[src/hw/rtl/lom_pkg.sv]
package lom_pkg;

    // Result status codes
    localparam logic [1:0] STAT_OK    = 2'd0;
    localparam logic [1:0] STAT_RANGE = 2'd1;
    localparam logic [1:0] STAT_FULL  = 2'd2;

    // Commands from the controller to the datapath, any mix in one cycle
    typedef struct packed {
        logic clr;        // write one zero level word during the clearing pass
        logic load;       // capture the incoming order and whether it crosses
        logic dec_init;   // point at the opposite boundary
        logic lvl_rd;     // read the level word at the current level
        logic lvl_lat;    // copy the read level word into head and fill
        logic lvl_wr;     // write head and fill back to the current level
        logic ent_rd;     // read the shares of the oldest entry
        logic consume;    // match the oldest entry against the remainder
        logic step;       // move to the next level in the walk direction
        logic scan_init;  // restart the walk at the old boundary
        logic scan_set;   // move the boundary to the current level
        logic rest_init;  // point at the order price
        logic rest;       // append the remainder to the level queue
        logic full;       // mark the remainder as dropped
        logic out_load;   // load the result register
    } lom_cmd_t;

    // Status from the datapath to the controller
    typedef struct packed {
        logic clr_done;
        logic range_bad;
        logic crossed;
        logic left_zero;
        logic fill_zero;
        logic fill_full;
        logic at_price;
        logic at_limit;
        logic lvl_busy;
        logic out_free;
    } lom_stat_t;

endpackage

[src/hw/rtl/lom_ctrl.sv]
module lom_ctrl (
    input  logic              aclk,
    input  logic              aresetn,
    input  logic              s_tvalid,
    output logic              s_tready,
    input  lom_pkg::lom_stat_t st,
    output lom_pkg::lom_cmd_t  cmd
);
    import lom_pkg::*;

    typedef enum logic [3:0] {
        S_CLEAR, S_IDLE, S_DECIDE,
        S_M_CHK, S_M_LAT, S_M_EVAL, S_M_ENT,
        S_S_INIT, S_S_RD, S_S_LAT,
        S_R_CHK, S_R_RD, S_R_LAT, S_R_DO,
        S_OUT
    } state_t;

    state_t state_reg, state_next;
    logic   ready_reg;

    // Next state and command decode
    always_comb begin
        state_next = state_reg;
        cmd        = '0;
        case (state_reg)
            S_CLEAR: begin
                cmd.clr = 1'b1;
                if (st.clr_done) state_next = S_IDLE;
            end
            S_IDLE: begin
                if (s_tvalid && ready_reg) begin
                    cmd.load   = 1'b1;
                    state_next = S_DECIDE;
                end
            end
            S_DECIDE: begin
                if (st.range_bad) begin
                    state_next = S_OUT;
                end else begin
                    cmd.dec_init = 1'b1;
                    state_next   = st.crossed ? S_M_CHK : S_R_CHK;
                end
            end
            S_M_CHK: begin
                if (st.left_zero) begin
                    state_next = S_S_INIT;
                end else begin
                    cmd.lvl_rd = 1'b1;
                    state_next = S_M_LAT;
                end
            end
            S_M_LAT: begin
                cmd.lvl_lat = 1'b1;
                state_next  = S_M_EVAL;
            end
            S_M_EVAL: begin
                if (!st.fill_zero && !st.left_zero) begin
                    cmd.ent_rd = 1'b1;
                    state_next = S_M_ENT;
                end else begin
                    cmd.lvl_wr = 1'b1;
                    if (st.at_price || st.left_zero) begin
                        state_next = S_S_INIT;
                    end else begin
                        cmd.step   = 1'b1;
                        state_next = S_M_CHK;
                    end
                end
            end
            S_M_ENT: begin
                cmd.consume = 1'b1;
                state_next  = S_M_EVAL;
            end
            S_S_INIT: begin
                cmd.scan_init = 1'b1;
                state_next    = S_S_RD;
            end
            S_S_RD: begin
                cmd.lvl_rd = 1'b1;
                state_next = S_S_LAT;
            end
            S_S_LAT: begin
                if (st.lvl_busy || st.at_limit) begin
                    cmd.scan_set = 1'b1;
                    state_next   = S_R_CHK;
                end else begin
                    cmd.step   = 1'b1;
                    state_next = S_S_RD;
                end
            end
            S_R_CHK: begin
                if (st.crossed && st.left_zero) begin
                    state_next = S_OUT;
                end else begin
                    cmd.rest_init = 1'b1;
                    state_next    = S_R_RD;
                end
            end
            S_R_RD: begin
                cmd.lvl_rd = 1'b1;
                state_next = S_R_LAT;
            end
            S_R_LAT: begin
                cmd.lvl_lat = 1'b1;
                state_next  = S_R_DO;
            end
            S_R_DO: begin
                if (st.fill_full) cmd.full = 1'b1;
                else              cmd.rest = 1'b1;
                state_next = S_OUT;
            end
            S_OUT: begin
                if (st.out_free) begin
                    cmd.out_load = 1'b1;
                    state_next   = S_IDLE;
                end
            end
            default: state_next = S_IDLE;
        endcase
    end

    // Hold state and the ready flag
    always_ff @(posedge aclk) begin
        if (!aresetn) begin
            state_reg <= S_CLEAR;
            ready_reg <= 1'b0;
        end else begin
            state_reg <= state_next;
            ready_reg <= (state_next == S_IDLE);
        end
    end

    assign s_tready = ready_reg;

    a_ready_idle: assert property (@(posedge aclk) disable iff (!aresetn)
        ready_reg |-> state_reg == S_IDLE)
        else $error("ready outside idle");

    a_out_then_ready: assert property (@(posedge aclk) disable iff (!aresetn)
        cmd.out_load |=> ready_reg)
        else $error("no ready after result load");

endmodule

[config.mk]
export PLATFORM = sky130hd
export DESIGN_NAME = lom_ctrl
export DESIGN_NICKNAME = d
export VERILOG_FILES = /design/src/hw/rtl/lom_pkg.sv /design/src/hw/rtl/lom_ctrl.sv
export SDC_FILE = /design/constraint.sdc
export NUM_CORES = 1
export LEC_CHECK = 0
export ABC_AREA = 1
export BUFFER_PORTS_ARGS = -buffer_cell sky130_fd_sc_hd__buf_2
export CAP_MARGIN = 20
export CORE_AREA = 2 2 39 41
export DETAILED_ROUTE_END_ITERATION = 8
export DIE_AREA = 0 0 41 43
export PLACE_DENSITY = 0.85
export SETUP_SLACK_MARGIN = 0.05
export SLEW_MARGIN = 10
export SYNTH_ARGS = -nofsm -noshare
export SYNTH_HDL_FRONTEND = slang
export SYNTH_SLANG_ARGS = --single-unit
export TNS_END_PERCENT = 5
[constraint.sdc]
create_clock -name aclk -period 3.03 [get_ports aclk]
set_input_delay 0.606 -clock aclk [delete_from_list [all_inputs] [get_ports aclk]]
set_output_delay 0.606 -clock aclk [all_outputs]
set_load 0.05 [all_outputs]
==> impl_metrics.env <==
export IMPL_cts_made_buffers=3
export IMPL_worst_r2r_path_depth=9
export IMPL_clock_latency_ns=0.23
export IMPL_die_x_um=41
export IMPL_start_util=0.403
export IMPL_vias=797
export IMPL_ctsResizeCount=0
export IMPL_ant_nets=0
export IMPL_pin_count=29
export IMPL_r2r_end="s_tready"
export IMPL_hold_viol=0
export IMPL_worst_pin_slew_ns=0.415
export IMPL_min_path_type="input port to flip-flop"
export IMPL_holdWs_ns=0.590
export IMPL_drt_wl_total_um=1560
export IMPL_gp_congestion=0.902
export IMPL_grt_max_degree=7
export IMPL_path_class="flip-flop to output pin"
export IMPL_synth_ff_type="dfxtp_1"
export IMPL_grt_setup_unrepaired="false"
export IMPL_worstPathArrival_ns=1.55
export IMPL_vias_per_cell=4.92
export IMPL_cts_buffer_depth=2
export IMPL_synth_area_leaders="nand2_1 22%, nor2_1 21%, dfxtp_1 18%, inv_1 16%, nand3_1 9.9%"
export IMPL_hold_path_cell_count=3
export IMPL_largest_reg_flops=4
export IMPL_grt_pass1_vias=694
export IMPL_min_from="aresetn"
export IMPL_drc_errors=0
export IMPL_min_to="state_reg[0]"
export IMPL_yosysMostFrequentCell="nand2_1"
export IMPL_drv_slew=0
export IMPL_portBuffers=28
export IMPL_syn2layout_area_growth_pct=33.4
export IMPL_dieArea_um2=1760
export IMPL_clockRootBuffer="clkbuf_4"
export IMPL_clkTransAtPathRegs_ns=0.04
export IMPL_cp_required_ns=2.42
export IMPL_synth_net_count=127
export IMPL_peakVddDrop_mv=0.384
export IMPL_power_leakage_nw=0.521
export IMPL_cts_hold_buf=0
export IMPL_status="finished clean"
export IMPL_worstPathMaxFanout=6
export IMPL_synth_warnings=0
export IMPL_postSynth_asyncResetShare=0
export IMPL_timing_fmax_ghz=0.464
export IMPL_yosysTopAreaCellShare=0.215
export IMPL_antenna_diode_count=0
export IMPL_post_cts_setup_buffers=0
export IMPL_fin_skew_ns=0.00288
export IMPL_seq_area_frac_synth=0.179
export IMPL_wl_per_cell_um=9.60
export IMPL_fin_crit_sh=0.711
export IMPL_fillers=167
export IMPL_syn_area_per_cell_um2=4.90
export IMPL_drt_initial_drc_count=26
export IMPL_r2r_start="state_reg[3]"
export IMPL_power_per_cell_area_nw_per_um2=524
export IMPL_syn_area_um2=558
export IMPL_first_pass_iters=4
export IMPL_grt_overflow=0
export IMPL_start_kind="flip-flop"
export IMPL_yosysUniqueCellTypes=14
export IMPL_h_tree_depth=1
export IMPL_ys_top_cells_by_count="32 x nand2_1, 31 x nor2_1, 24 x inv_1, 11 x nand3_1, 5 x dfxtp_1"
export IMPL_setup_viol=0
export IMPL_drive_gt1_frac=0.240
export IMPL_cap_violations=0
export IMPL_dp_hpwl_um=1380
export IMPL_core_area_um2=1380
export IMPL_syn_inst=114
export IMPL_grt_first_pass_wirelength_um=2650
export IMPL_die_h_um=43
export IMPL_cts_sinks=5
export IMPL_row_count=14
export IMPL_slew_headroom=0.722
export IMPL_cts_tree="yes"
export IMPL_r2r_slack_ns=1.65
export IMPL_min_period_ns=2.15
export IMPL_antenna_found_initial=0
export IMPL_cp_end_kind="output pin"
export IMPL_ys_ff_latch=5
export IMPL_grt_usage=0.211
export IMPL_fin_nets=160
export IMPL_finalSetupTns_ns=0
export IMPL_yosys_area_top_type="nand2_1"
export IMPL_synth_edff_count=0
## metrics by stage
step,std cells,power [mW],worst slack (ns),utilization,cell area [um^2]
finish,162,0.390,0.877,0.538,744
global route,162,0.426,0.776,0.538,744
CTS,162,0.393,0.903,0.538,744
detailed placement,158,0.318,1.01,0.519,718
global placement,158,0.315,1.05,0.519,718
floorplan,114,0.265,0.518,-,558
## power breakdown
| part | switching [mW] | leakage, nW | internal [mW] | total (mW) |
|---|---|---|---|---|
| clock network | 0.0231 | 0.0150 | 0.0495 | 0.0726 |
| registers | 0.0178 | 0.0409 | 0.0809 | 0.0988 |
| logic | 0.162 | 0.465 | 0.0571 | 0.219 |
## area by class of cell
cell class / count / area (um^2) / share of cell area
clock buffers: 4 / 26.3 / 0.0353
inverters: 25 / 93.8 / 0.126
multi-input cells: 84 / 364 / 0.489
flip-flops and latches: 5 / 100 / 0.134
well taps: 16 / 20.0 / 0.0269
repair buffers: 28 / 140 / 0.188
## critical path: stages, from the launching register on
cell and delay, ns:
dfxtp_1 0.34, nor2_1 0.36, nand2_1 0.14, o32ai_1 0.16, buf_2 0.32
## worst max path at each step
stage,from,end,slack (ns),cells past startpoint
final,state_reg[2],cmd[11],0.88,4
after global routing,state_reg[3],cmd[11],0.78,4
after CTS,state_reg[2],cmd[11],0.90,4
after detailed placement,st[6],cmd[6],1.01,7
after global placement,st[6],cmd[6],1.05,7
after floorplan,st[1],cmd[6],0.52,3
## kinds of logic after synthesis
group | after synthesis | share of synthesized area
AOI/OAI and AO/OA | 7 | 0.0785
buffers and inverters | 25 | 0.168
and+or+nand+nor | 77 | 0.574
DFF | 5 | 0.179
## layer usage
metal,up-vias,GRT usage,routed length (um)
met3,0,0.0157,90
met4,0,0.0400,0
met2,29,0.356,797
li1,409,-,-
met5,-,0,0
met1,359,0.281,667
## cells in the final DEF, fill, tap and decap left out, drive strengths merged
| cell | n |
|---|---|
| o32ai | 1 |
| dfxtp | 5 |
| nor2 | 33 |
| nand2 | 33 |
| buf | 28 |
| inv | 25 |
| clkbuf | 4 |
| a21oi | 2 |
| nand3 | 11 |
| o31ai | 1 |
| o21ai | 2 |
| o211ai | 1 |
Power figures use the tool's default switching activity.
